===== config.mk =====
export PLATFORM = sky130hd
export DESIGN_NAME = adp_sqrt
export DESIGN_NICKNAME = d
export VERILOG_FILES = /design/src/hw/rtl/assert_macros.svh /design/src/hw/rtl/adp_pkg.sv /design/src/hw/rtl/adp_sqrt.sv
export SDC_FILE = /design/constraint.sdc
export NUM_CORES = 1
export LEC_CHECK = 0
export ABC_AREA = 1
export BUFFER_PORTS_ARGS = -buffer_cell sky130_fd_sc_hd__buf_2
export CAP_MARGIN = 0
export CORE_MARGIN = 2
export CORE_UTILIZATION = 45
export CTS_CLUSTER_SIZE = 30
export DETAILED_ROUTE_END_ITERATION = 8
export PLACE_DENSITY = 0.68
export SYNTH_ARGS = -nofsm -noshare
export SYNTH_HDL_FRONTEND = slang
export SYNTH_SLANG_ARGS = --single-unit

===== constraint.sdc =====
create_clock -name clk -period 5.75 [get_ports clk]
set_clock_uncertainty 0.2 [all_clocks]
set_input_delay 0.8625 -clock clk [delete_from_list [all_inputs] [get_ports clk]]
set_output_delay 0.8625 -clock clk [all_outputs]
set_load 0.02 [all_outputs]

===== src/hw/rtl/assert_macros.svh =====
// Assertion macros shared by the optimizer update RTL.
// Each macro expects signals named clk and arst_n in the enclosing module.
`ifndef ASSERT_MACROS_SVH
`define ASSERT_MACROS_SVH

// Same-cycle implication, disabled while reset is asserted.
`define ADP_ASSERT_NOW(label, ante, cons, msg) \
	label: assert property (@(posedge clk) disable iff (!arst_n) (ante) |-> (cons)) \
		else $error(msg);

// Next-cycle implication, disabled while reset is asserted.
`define ADP_ASSERT_NEXT(label, ante, cons, msg) \
	label: assert property (@(posedge clk) disable iff (!arst_n) (ante) |=> (cons)) \
		else $error(msg);

`endif


===== src/hw/rtl/adp_pkg.sv =====
// Shared types and constants of the Adam parameter update block.
// No dependencies; used by every RTL module of the block.
package adp_pkg;

	localparam int FRAC = 24;
	localparam int DIV_W = 56;
	localparam int DVS_W = 29;
	localparam int ROOT_W = 28;
	localparam logic [24:0] ONE25 = 25'h1000000;
	localparam logic signed [63:0] QDIV = 64'sd16777216;

	typedef enum logic [1:0] {
		REG_STEP = 2'd0,
		REG_B1   = 2'd1,
		REG_B2   = 2'd2,
		REG_EPS  = 2'd3
	} adp_reg_t;

	typedef struct packed {
		logic [23:0] step;
		logic [23:0] b1;
		logic [23:0] b2;
		logic [23:0] eps;
	} adp_cfg_t;

	typedef struct packed {
		logic               upd;
		logic               held;
		logic [12:0]        batch;
		logic [11:0]        index;
		logic               grad_neg;
		logic [31:0]        grad_mag;
		logic signed [31:0] weight;
	} adp_beat_t;

	typedef struct packed {
		logic      valid;
		adp_beat_t beat;
	} adp_head_t;

	typedef struct packed {
		logic pop;
		logic clearing;
	} adp_stat_t;

	typedef struct packed {
		logic               start;
		logic [DIV_W-1:0]   dividend;
		logic [DVS_W-1:0]   divisor;
		logic [5:0]         steps;
	} adp_div_req_t;

	typedef struct packed {
		logic             done;
		logic [DIV_W-1:0] quotient;
	} adp_div_rsp_t;

	typedef struct packed {
		logic             start;
		logic [DIV_W-1:0] radicand;
	} adp_sqrt_req_t;

	typedef struct packed {
		logic              done;
		logic [ROOT_W-1:0] root;
	} adp_sqrt_rsp_t;

endpackage


===== src/hw/rtl/adp_sqrt.sv =====
// Digit-by-digit integer square root, one root bit per cycle.
// Depends on adp_pkg for request and response types.
module adp_sqrt (
	input  logic                   clk,
	input  logic                   arst_n,
	input  adp_pkg::adp_sqrt_req_t req,
	output adp_pkg::adp_sqrt_rsp_t rsp
);

	logic                         active_q;
	logic                         done_q;
	logic [4:0]                   cnt_q;
	logic [adp_pkg::ROOT_W+1:0]   rem_q;
	logic [adp_pkg::ROOT_W-1:0]   root_q;
	logic [adp_pkg::DIV_W-1:0]    x_q;
	logic [adp_pkg::ROOT_W+3:0]   shifted;
	logic [adp_pkg::ROOT_W+3:0]   sub;
	logic [adp_pkg::ROOT_W+4:0]   diff;
	logic                         ge;

	assign shifted = {rem_q, x_q[adp_pkg::DIV_W-1 -: 2]};
	assign sub = {2'b00, root_q, 2'b01};
	assign diff = {1'b0, shifted} - {1'b0, sub};
	assign ge = !diff[adp_pkg::ROOT_W+4];

	always_ff @(posedge clk or negedge arst_n) begin
		if (!arst_n) begin
			active_q <= 1'b0;
			done_q <= 1'b0;
			cnt_q <= '0;
		end else begin
			done_q <= 1'b0;
			if (req.start) begin
				active_q <= 1'b1;
				cnt_q <= 5'(adp_pkg::ROOT_W);
			end else if (active_q) begin
				cnt_q <= cnt_q - 5'd1;
				if (cnt_q == 5'd1) begin
					active_q <= 1'b0;
					done_q <= 1'b1;
				end
			end
		end
	end

	always_ff @(posedge clk) begin
		if (req.start) begin
			rem_q <= '0;
			root_q <= '0;
			x_q <= req.radicand;
		end else if (active_q) begin
			rem_q <= ge ? diff[adp_pkg::ROOT_W+1:0] : shifted[adp_pkg::ROOT_W+1:0];
			root_q <= {root_q[adp_pkg::ROOT_W-2:0], ge};
			x_q <= {x_q[adp_pkg::DIV_W-3:0], 2'b00};
		end
	end

	assign rsp.done = done_q;
	assign rsp.root = root_q;

endmodule


==> results.toml <==
[global_routing]
first_global_vias = 6077
grt_pass1_wl_um = 28300
gr-usage-all-layers_pct = 21.3
antenna_found_initial = 0
gr-total-overflow = 0
grt_max_degree = 73

[worst_hold_path]
worstHoldPathType = "in2async"

[sta]
timing.fmax_mhz = 323
finalHoldViolCount = 0
timing.final.crit_share_pct = 53.9
setup_violations = 0
timing_worst_slew_pin_value_ns = 1.10
slew_headroom_pct = 26.8
period_needed_ns = 3.10
rsz0062_at_grt = "no"
final_max_slew_viol_count = 0
setup_tns_ns = 0

[synthesis]
distinct_cells_synth = 38
synth_cells = 1011
post_synth_net_total = 1101
mappedNetlistArea_um2 = 7110
synth_seq_area_share_pct = 42.4
synthesis.yosys.warnings = 0
ys_seq_elements = 121
post_synthesis_area_per_instance_um2 = 7.03

[clock_network]
cts.reportedPaths.clkPinSlew_ns = 0.07
cts-root-to-sink-buffers = 2
clock_sinks = 121
tritoncts = "built"
cts_setup_buffers = 0
postCtsHoldBufs = 0
cts-root-buf = "sky130_fd_sc_hd__clkbuf_16"
insertion_delay_ns = 0.42
tritoncts.num_buffers = 17
clock_tree.htree_level_count = 4
post_cts.resized_instances = 0

[layout]
post_route_cells_drive_above_1_share_pct = 13.4
final_nets = 1183
post-route-cell-area_um2 = 8250
areaGrowthSynthToFinish_pct = 16.1
fillCellCount = 1553
antenna_cells = 0
final-instance-count-excl-fill = 1317

[floorplan]
die_area_um2 = 16800
io_pins = 88
chipHeight_um = 130
initial_utilization_pct = 46.4
fp.dieW_um = 130
std_cell_rows = 45
fp.coreArea_um2 = 15300

[route]
finalWirelength_um = 16900
viasPerCell = 4.84
drc_errors = 0
drt_first_iter_violations = 381
routed-via-count = 6379
drtAntennaViolNets = 0
routedWlPerCell_um = 12.8
drt-pass1-iter-count = 5

[pwr]
ir_worst_vdd_v = 0.000270
fin_total_pwr_mw = 4.16
power_leakage_nw = 4.37
cellPowerDensity_nw_per_um2 = 504

[critical_path]
arrival_ns = 3.26
critical_path_class = "in2reg"
worstReg2RegEnd = "rem_q[26]"
regToRegStartpoint = "active_q"
critPathRequiredTime_ns = 5.91
timing.critical_path.to_type = "flip-flop"
type_of_origin_of_the_critical_path = "input pin"
critPathMaxFanout = 29
reg2regPathDepth = 6
setup.reg_to_reg.worst_slack_ns = 2.83

[placed_design]
port_buffers = 87
dpl_cell_area_um2 = 7710
dpl.hpwl_um = 12500
placed_cells_incl_taps = 1285
globalplace.congestion = 0.981

[flow_run]
timing.max_cap.violations = 0

[status]
run_status = "complete, no violations"
[routing by layer]
metal | global-route usage, % | share of wire (%) | up-vias
met2 | 34.0 | 45 | 157
met1 | 28.4 | 47 | 2849
met4 | 8.67 | 2.3 | 0
met3 | 4.55 | 5.4 | 30
met5 | 0 | 0 | -
li1 | - | - | 3343
[worst max path at each step]
stage                       start   endpoint  slack [ns]  cells past startpoint
final                     req[56]  rem_q[26]        2.65                      6
after global routing      req[56]  rem_q[26]        2.44                      6
after CTS                 req[56]  rem_q[26]        2.64                      6
after detailed placement  req[56]  rem_q[26]        2.21                      6
after global placement    req[56]  rem_q[25]        2.30                      6
after floorplan           req[56]     x_q[0]        2.17                      4
[cell usage after synthesis (all sizes together)]
cell type	count	share of area (%)
nand2	441	24
inv	149	7.9
nand3	71	5.3
nor2	68	3.8
dfxtp	58	16
edfxtp	56	24
ha	31	5.5
o22ai	28	2.5
a21oi	23	2.1
clkbuf	18	0.95
nand4	12	1.1
xor2	10	1.2
buf	9	0.77
o21ai	8	0.56
dfrtp	7	2.5
nand3b	5	0.53
o21bai	5	0.53
nor3	3	0.21
and2	2	0.18
a21boi	1	0.11
a21o	1	0.11
and3	1	0.088
clkinv	1	0.053
nor3b	1	0.11
or3	1	0.088
xnor2	1	0.12
[sequential cells by signal, summed over array words and instances, names as in the netlist]
signal,cells
cnt_q,5
rem_q,30
x_q,56
done_q,1
root_q,28
active_q,1
[metrics by stage]
step                      utilization (%)  hold slack [ns]  worst slack, ns
after floorplan                         -            0.248             2.17
after global placement               50.4            0.270             2.30
after detailed placement             50.4            0.275             2.21
after CTS                            53.9           0.0506             2.64
after global routing                 53.9           0.0594             2.44
final                                53.9           0.0616             2.65
[worst max-delay path, cell delays in order]
cell and delay [ns]:
sky130_fd_sc_hd__buf_2 0.17, sky130_fd_sc_hd__nor2_2 0.60, sky130_fd_sc_hd__inv_1 0.70, sky130_fd_sc_hd__a21oi_4 0.65, sky130_fd_sc_hd__nand3_1 0.16, sky130_fd_sc_hd__nand2_1 0.10
[layout make-up]
type	instances	area, um^2	area share [%]
multi-input combinational	713	3410	41.3
sequential	121	3020	36.6
inverter	150	564	6.84
timing repair buffer	90	458	5.55
clock buffer	18	429	5.20
tap	211	264	3.20
clock inverter	14	113	1.36
[cell usage in the layout (no fill, tap or decap), drive strengths merged]
master and count:
a21boi 1, a21o 1, a21oi 23, and2 2, and3 1, buf 90, clkbuf 18, clkinv 7
clkinvlp 2, dfrtp 7, dfxtp 58, edfxtp 56, ha 31, inv 155, nand2 441, nand3 71
nand3b 5, nand4 12, nor2 68, nor3 3, nor3b 1, o21ai 8, o21bai 5, o22ai 28
or3 1, xnor2 1, xor2 10
[report_power, final]
part | internal [mW] | total (mW) | switching [mW]
Sequential | 1.03 | 1.11 | 0.0722
Clock | 0.559 | 0.981 | 0.422
Combinational | 0.689 | 2.07 | 1.38
[kinds of logic (layout without fill, tap and decap cells)]
group                    count (synthesis)  after routing  synth area share [%]
adder cells (fa/ha/maj)                 31             31                  5.45
flip-flops                             121            121                  42.4
XOR/XNOR                                11             11                  1.35
AO/OA/AOI/OAI                           66             66                  5.86
AND/OR/NAND/NOR                        605            605                  35.2
buffers and inverters                  177            272                  9.64
Power figures use the tool's default switching activity.
