**src/hw/rtl/assert_macros.svh**
```systemverilog
// Assertion macros shared by the optimizer update RTL.
// Each macro expects signals named clk and arst_n in the enclosing module.
`ifndef ASSERT_MACROS_SVH
`define ASSERT_MACROS_SVH

// Same-cycle implication, disabled while reset is asserted.
`define ADP_ASSERT_NOW(label, ante, cons, msg) \
	label: assert property (@(posedge clk) disable iff (!arst_n) (ante) |-> (cons)) \
		else $error(msg);

// Next-cycle implication, disabled while reset is asserted.
`define ADP_ASSERT_NEXT(label, ante, cons, msg) \
	label: assert property (@(posedge clk) disable iff (!arst_n) (ante) |=> (cons)) \
		else $error(msg);

`endif

```
**src/hw/rtl/adp_pkg.sv**
```systemverilog
// Shared types and constants of the Adam parameter update block.
// No dependencies; used by every RTL module of the block.
package adp_pkg;

	localparam int FRAC = 24;
	localparam int DIV_W = 56;
	localparam int DVS_W = 29;
	localparam int ROOT_W = 28;
	localparam logic [24:0] ONE25 = 25'h1000000;
	localparam logic signed [63:0] QDIV = 64'sd16777216;

	typedef enum logic [1:0] {
		REG_STEP = 2'd0,
		REG_B1   = 2'd1,
		REG_B2   = 2'd2,
		REG_EPS  = 2'd3
	} adp_reg_t;

	typedef struct packed {
		logic [23:0] step;
		logic [23:0] b1;
		logic [23:0] b2;
		logic [23:0] eps;
	} adp_cfg_t;

	typedef struct packed {
		logic               upd;
		logic               held;
		logic [12:0]        batch;
		logic [11:0]        index;
		logic               grad_neg;
		logic [31:0]        grad_mag;
		logic signed [31:0] weight;
	} adp_beat_t;

	typedef struct packed {
		logic      valid;
		adp_beat_t beat;
	} adp_head_t;

	typedef struct packed {
		logic pop;
		logic clearing;
	} adp_stat_t;

	typedef struct packed {
		logic               start;
		logic [DIV_W-1:0]   dividend;
		logic [DVS_W-1:0]   divisor;
		logic [5:0]         steps;
	} adp_div_req_t;

	typedef struct packed {
		logic             done;
		logic [DIV_W-1:0] quotient;
	} adp_div_rsp_t;

	typedef struct packed {
		logic             start;
		logic [DIV_W-1:0] radicand;
	} adp_sqrt_req_t;

	typedef struct packed {
		logic              done;
		logic [ROOT_W-1:0] root;
	} adp_sqrt_rsp_t;

endpackage

```
**src/hw/rtl/adp_div.sv**
```systemverilog
// Shared bit-serial restoring divider, one quotient bit per cycle.
// Depends on adp_pkg for request and response types.
module adp_div (
	input  logic                  clk,
	input  logic                  arst_n,
	input  adp_pkg::adp_div_req_t req,
	output adp_pkg::adp_div_rsp_t rsp
);

	logic                           active_q;
	logic                           done_q;
	logic [5:0]                     cnt_q;
	logic [adp_pkg::DVS_W:0]        rem_q;
	logic [adp_pkg::DIV_W-1:0]      quo_q;
	logic [adp_pkg::DVS_W-1:0]      dvs_q;
	logic [adp_pkg::DVS_W+1:0]      shifted;
	logic [adp_pkg::DVS_W+2:0]      diff;
	logic                           ge;

	assign shifted = {rem_q, quo_q[adp_pkg::DIV_W-1]};
	assign diff = {1'b0, shifted} - {3'b000, dvs_q};
	assign ge = !diff[adp_pkg::DVS_W+2];

	always_ff @(posedge clk or negedge arst_n) begin
		if (!arst_n) begin
			active_q <= 1'b0;
			done_q <= 1'b0;
			cnt_q <= '0;
		end else begin
			done_q <= 1'b0;
			if (req.start) begin
				active_q <= 1'b1;
				cnt_q <= req.steps;
			end else if (active_q) begin
				cnt_q <= cnt_q - 6'd1;
				if (cnt_q == 6'd1) begin
					active_q <= 1'b0;
					done_q <= 1'b1;
				end
			end
		end
	end

	always_ff @(posedge clk) begin
		if (req.start) begin
			rem_q <= '0;
			quo_q <= req.dividend;
			dvs_q <= req.divisor;
		end else if (active_q) begin
			rem_q <= ge ? diff[adp_pkg::DVS_W:0] : shifted[adp_pkg::DVS_W:0];
			quo_q <= {quo_q[adp_pkg::DIV_W-2:0], ge};
		end
	end

	assign rsp.done = done_q;
	assign rsp.quotient = quo_q;

endmodule

```
**config.mk**
```make
export PLATFORM = sky130hd
export DESIGN_NAME = adp_div
export DESIGN_NICKNAME = d
export VERILOG_FILES = /design/src/hw/rtl/assert_macros.svh /design/src/hw/rtl/adp_pkg.sv /design/src/hw/rtl/adp_div.sv
export SDC_FILE = /design/constraint.sdc
export NUM_CORES = 1
export LEC_CHECK = 0
export BUFFER_PORTS_ARGS = -buffer_cell sky130_fd_sc_hd__buf_2
export CORE_MARGIN = 4
export CORE_UTILIZATION = 50
export DETAILED_ROUTE_END_ITERATION = 12
export GPL_TIMING_DRIVEN = 1
export PLACE_DENSITY = 0.82
export SLEW_MARGIN = 20
export SYNTH_ARGS = -nofsm -noshare
export SYNTH_HDL_FRONTEND = slang
export SYNTH_SLANG_ARGS = --single-unit
```
**constraint.sdc**
```tcl
create_clock -name clk -period 2.78 [get_ports clk]
set_input_delay 0 -clock clk [delete_from_list [all_inputs] [get_ports clk]]
set_output_delay 0 -clock clk [all_outputs]
set_load 0.05 [all_outputs]
```
==> results by group, run 1 <==
Synth
  – Post-synth EDFFs: 85
  – Top FF cell, synth: edfxtp_1
  – Post-synthesis net count: 748
  – Most numerous cell in the Yosys netlist: edfxtp_1
  – #FFs+latches synth: 123
  – Seq/Total Area, Yosys: 0.4872
  – Synth top area cells: edfxtp_1 37%, mux2_2 9.2%, dfxtp_1 8.7%
  – Post-synth top cells: 85 x edfxtp_1, 56 x mux2_2, 55 x nor2_1
  – Area leader, netlist: edfxtp_1
  – Synth Cell Area: 0.006883 mm²
  – Synth unique cells: 62
  – Ys Warns: 0
  – Synthesized area per cell: 11.07 µm²
  – Ys async rst share: 0.06504
  – Post-Synthesis Cells: 622
  – Top cell type's share of synthesized area: 0.3708

Die
  – Row cnt: 42
  – Initial Utilization: 0.5157
  – Die width: 125.3 µm
  – Core ar.: 0.01335 mm²
  – Die ar.: 0.01571 mm²
  – I/O pins: 151
  – Die span in y: 125.3 µm

Worst setup path
  – Critical path class: flop to flop
  – Worst endpoint required time: 3110 ps
  – Crit path launch type: flop
  – Crit end category: flop
  – Crit Path Max Fanout: 4
  – Worst EP arrival: 2950 ps

Global route
  – Routing usage on met3: 0.07249
  – GRT Util Overall: 0.2403
  – Met1 usage: 0.2904
  – Gr busiest metal: met2
  – First-pass GRT wire length: 30080 µm
  – Initial antenna violation count: 0
  – GR Overflow Total: 0
  – GR Util met2: 0.4027
  – Vias in the first global route: 5907
  – Largest net degree at the start of global routing: 57

Placed design
  – HPWL after detailed placement: 11950 µm
  – RePlAce Congestion: 0.9060
  – Port Buffers: 150
  – Placed insts: 936

Timing
  – Post-route minimum period: 2623 ps
  – Post-Route Skew: 13.49 ps
  – Final Hold Fails: 0
  – Final setup violation count: 0
  – Fmax: 381.2 MHz
  – Slew Limit Headroom: 0.6069
  – Max Slew Vio Count: 0
  – Final TNS setup: 0 ps
  – Period utilization: 0.9437
  – RSZ-0062 raised after global routing: no
  – Worst Tran Pin Value: 589.6 ps

Finish
  – Register area: 0.003354 mm²
  – Area used by multi-input combinational logic: 0.003226 mm²
  – Fill cells: 960
  – Share of cells above drive strength 1: 0.3243
  – Area Overhead vs Synth: 36.87%
  – Layout Nets: 998
  – Post-route insts no fill: 1062

Drt
  – Wirelength per Cell: 17.57 µm
  – Final WL: 18660 µm
  – Via count: 5716
  – Via density: 5.382
  – DRC: 0
  – Initial DRC count: 356
  – Post-route ant nets: 0
  – Initial DRT Pass Iterations: 7

Worst hold path
  – Hold WC Path Type: input port to flop

Clocking
  – Num CTS Buffers: 17
  – Htree depth: 4
  – CTS tree: done
  – Clk Latency, worst-skew pair: 420 ps
  – Clk slew on worst S/H paths: 60 ps
  – Clk root buf: clkbuf_16
  – Clock sinks: 123
  – CTS Buffer Depth: 2

Power and ir drop
  – Leak: 4.119 nW
  – Peak VDD IR: 0.0004938 V
  – Power per cell area: 867.2 mW/mm²

Job
  – Max-cap violation count: 0

Status
  – Outcome: complete, no violations
-- kinds of logic (layout without fill, tap and decap cells) --
| family | Yosys count | after routing | synth area share |
|---|---|---|---|
| adders and majority gates | 32 | 32 | 0.05926 |
| and+or+nand+nor | 152 | 152 | 0.1034 |
| DFF | 123 | 123 | 0.4872 |
| muxes | 79 | 79 | 0.1251 |
| AOI/OAI and AO/OA | 136 | 136 | 0.1369 |
| other | 0 | 1 | 0 |
| buffers and inverters | 74 | 337 | 0.05508 |
| xor gates and xnor gates | 26 | 26 | 0.03309 |
-- cells in the final DEF (no fill, tap or decap), types with 20 or more instances in the layout --
cell,n
edfxtp_1,85
mux2_2,56
nor2_1,54
mux2i_1,23
dlygate4sd3_1,93
dfxtp_1,30
buf_2,149
buf_4,20
ha_1,26
a211oi_1,22
inv_1,38
xnor2_1,21
nand2_1,38
a21oi_1,31
-- registers in the layout, indices dropped and copies added (netlist names) --
signal	count
active_q	1
dvs_q	29
rem_q	30
done_q	1
quo_q	56
cnt_q	6
-- per-layer routing --
metal	vias up	routed length, µm	part of all wire
li1	2776	-	-
met1	2671	7706	0.41
met2	221	9211	0.49
met4	0	595	0.032
met3	48	1143	0.061
met5	-	0	0
-- power by group --
part | switching (mW) | internal, mW
clock network | 0.855 | 1.32
logic | 1.93 | 1.50
registers | 0.251 | 2.32
-- timing repair --
action | in CTS | in global routing
hold buffers | 93 | 0
setup endpoints to repair | 0 | 17
hold endpoints to repair | 99 | 0
setup buffers | 0 | 0
gates resized for setup | 0 | 14
-- area by class of cell --
| type | instances | share of cell area |
|---|---|---|
| Antenna cell | 1 | 0.0002656 |
| Clock buffer | 17 | 0.04516 |
| Clock inverter | 15 | 0.01567 |
| Inverter | 39 | 0.01554 |
| Multi-Input combinational cell | 425 | 0.3424 |
| Sequential cell | 123 | 0.3561 |
| Tap cell | 176 | 0.02338 |
| Timing Repair Buffer | 266 | 0.2015 |
-- worst max-delay path, stage by stage (launching register included) --
cell and delay (ps):
edfxtp_1 330, inv_1 50, ha_1 310, nand2_2 90
or3_1 400, o21a_1 230, o211ai_2 210, a31oi_1 130
buf_4 160, or3_1 360, a311oi_1 250
-- worst paths after layout --
path / cells past startpoint / end / from / slack (ps)
worst min-delay path: 3 / cnt_q[5]$_DFFE_PN0P_ / req[91] / 20
min in group asynchronous: 3 / done_q$_DFF_PN0_ / arst_n / 580
worst min register to register: 2 / rem_q[18]$_SDFFE_PP0P_ / rem_q[18]$_SDFFE_PP0P_ / 510
max in group asynchronous: 3 / active_q$_DFF_PN0_ / arst_n / 1910
worst max register to register: 10 / rem_q[23]$_SDFFE_PP0P_ / dvs_q[13]$_DFFE_PP_ / 160
worst max-delay path: 10 / rem_q[23]$_SDFFE_PP0P_ / dvs_q[13]$_DFFE_PP_ / 160
-- metrics by stage --
| step | worst slack (ps) | util | hold WS [ps] | area, µm² | total power, mW |
|---|---|---|---|---|---|
| floorplan | 12.15 | - | -295.6 | 6904 | 5.071 |
| global placement | 164.4 | 0.5886 | -147.0 | 7856 | 5.739 |
| detailed placement | 108.9 | 0.5886 | -150.0 | 7856 | 5.795 |
| CTS | 74.43 | 0.7013 | 7.167 | 9360 | 8.085 |
| global route | 0.1015 | 0.7056 | 26.70 | 9418 | 8.648 |
| finish | 156.6 | 0.7058 | 22.71 | 9420 | 8.169 |
Power figures use the tool's default switching activity.
==> inputs of run 2 (changes only) <==
Settings changed: PLACE_DENSITY 0.82 to 0.77.
==> run 2 against run 1 <==
  * Combinational power rose by 3%
  * Sequential power barely moved
  * Register-to-register slack got worse by 80 ps
  * Core utilization rose by 0.29 points
  * Flip-flop and latch count did not move
  * Fmax fell by 3.1%
  * Critical path depth fell by 1
  * Hold slack improved by 140 ps
  * Clock power barely moved
  * Critical path type unchanged
  * Critical endpoint unchanged
==> results by group, run 2 (synthesized netlist as in run 1, its figures left out) <==
Clocking
  – Num CTS Buffers: 17
  – CTS tree: done
  – CTS Buffer Depth: 2
  – Clk Latency, worst-skew pair: 420 ps
  – Clk slew on worst S/H paths: 60 ps
  – Clock sinks: 123
  – Clk root buf: clkbuf_16
  – Htree depth: 4

Drt
  – Via density: 5.507
  – Post-route ant nets: 0
  – Via count: 5837
  – Initial DRT Pass Iterations: 5
  – Wirelength per Cell: 17.55 µm
  – Final WL: 18600 µm
  – Initial DRC count: 339
  – DRC: 0

Finish
  – Commonest non-fill, non-tap cell in the layout: buf_2
  – Biggest register: quo_q
  – Max FFs per register: 56
  – Design area: 0.009459 mm²
  – Most frequent cells in the layout: 149 x buf_2, 93 x dlygate4sd3_1, 85 x edfxtp_1
  – Layout Nets: 997
  – Area Overhead vs Synth: 37.43%
  – Share of cells above drive strength 1: 0.3348
  – Post-route insts no fill: 1060
  – Finished Core Util: 0.7087
  – Biggest regs: quo_q: 56 flops, rem_q: 30 flops, dvs_q: 29 flops
  – Antenna Cells: 0

Die
  – Die width: 125.3 µm
  – Core ar.: 0.01335 mm²
  – Initial Utilization: 0.5157
  – Die span in y: 125.3 µm
  – Row cnt: 42
  – I/O pins: 151
  – Die ar.: 0.01571 mm²

Job
  – Max-cap violation count: 0

Status
  – Outcome: complete, no violations

Timing
  – RSZ-0062 raised after global routing: no
  – Fmax: 369.5 MHz
  – Hold slack: 159.9 ps
  – Max Slew Vio Count: 0
  – Final TNS setup: 0 ps
  – Final setup violation count: 0
  – Final Hold Fails: 0
  – Period utilization: 0.9734
  – Slew Limit Headroom: 0.5059
  – Final worst slack: 73.85 ps
  – Post-Route Skew: 10.78 ps
  – Post-route minimum period: 2706 ps
  – Worst Tran Pin Value: 741.1 ps

Global route
  – Vias in the first global route: 6133
  – Initial antenna violation count: 0
  – First-pass GRT wire length: 30220 µm
  – GRT Util Overall: 0.2387
  – GR Overflow Total: 0
  – Largest net degree at the start of global routing: 60

Power and ir drop
  – Power per cell area: 878.1 mW/mm²
  – Leak: 4.129 nW
  – Overall Power: 8.306 mW
  – Peak VDD IR: 0.0006340 V

Worst setup path
  – Worst endpoint required time: 3100 ps
  – Worst EP arrival: 3020 ps
  – Crit end category: flop
  – Critical path class: flop to flop
  – Crit Path Max Fanout: 8
  – Crit path launch type: flop

Worst hold path
  – Hold WC Path Type: input port to flop

Placed design
  – Placed insts: 932
  – Cell Area, Placed: 0.007839 mm²
  – RePlAce Congestion: 0.9289
  – Port Buffers: 150
  – HPWL after detailed placement: 11940 µm
  – Pre-CTS worst setup slack: -116.5 ps
[run 2: cell count changes in the layout (fill, tap and decap cells not counted), moves of 2 or more]
cell,previous run,this run
ha_2,2,4
ha_4,3,0
nand3_2,0,2
inv_6,3,8
clkinv_1,3,0
o21ai_0,19,17
clkinv_4,2,0
nand3_1,15,13
[run 2: where the power goes]
part           switching (mW)  internal (mW)
clock network           0.863           1.34
registers               0.242           2.32
logic                    2.01           1.53
[run 2: routing by layer]
layer | track usage | vias to the layer above | wire length, µm
met2 | 0.4075 | 264 | 9341
met1 | 0.2844 | 2753 | 7297
met4 | 0.08801 | 0 | 510
li1 | - | 2775 | -
met3 | 0.07420 | 45 | 1454
met5 | 0 | - | 0
[run 2: cell type report]
cell class / instances / area, µm²
clock buffer: 18 / 429.2
clock inverter: 14 / 157.7
fill: 931 / 3889
inverter: 39 / 146.4
multi-input combinational: 425 / 3252
sequential: 123 / 3354
tap: 176 / 220.2
timing repair buffer: 265 / 1899
[run 2: repair_timing]
| item | CTS | global route |
|---|---|---|
| gates cloned | 0 | 0 |
| hold buffers | 93 | 0 |
| buffers inserted | 0 | 3 |
| endpoints found under the setup margin | 6 | 21 |
| pin swaps | 1 | 5 |
| gates resized for setup | 4 | 19 |
| hold endpoints to repair | 99 | 0 |
[run 2: worst paths after layout]
kind | startpoint | end | slack (ps) | cells past startpoint
worst max-delay path | dvs_q[14]$_DFFE_PP_ | rem_q[23]$_SDFFE_PP0P_ | 70 | 9
worst min-delay path | req[91] | dvs_q[3]$_DFFE_PP_ | 160 | 1
worst max register to register | dvs_q[14]$_DFFE_PP_ | rem_q[23]$_SDFFE_PP0P_ | 70 | 9
worst min register to register | rem_q[9]$_SDFFE_PP0P_ | rem_q[9]$_SDFFE_PP0P_ | 510 | 2
max in group asynchronous | arst_n | active_q$_DFF_PN0_ | 1860 | 3
min in group asynchronous | arst_n | cnt_q[0]$_DFFE_PN0P_ | 620 | 3
[run 2: worst max-delay path: stages, from the launching register on]
cell and delay (ps):
edfxtp_1 330, inv_1 50, ha_2 390, nand2_2 90, or3_1 390, o21a_2 240
o211ai_4 240, a31oi_4 170, or3_1 410, a311oi_1 290
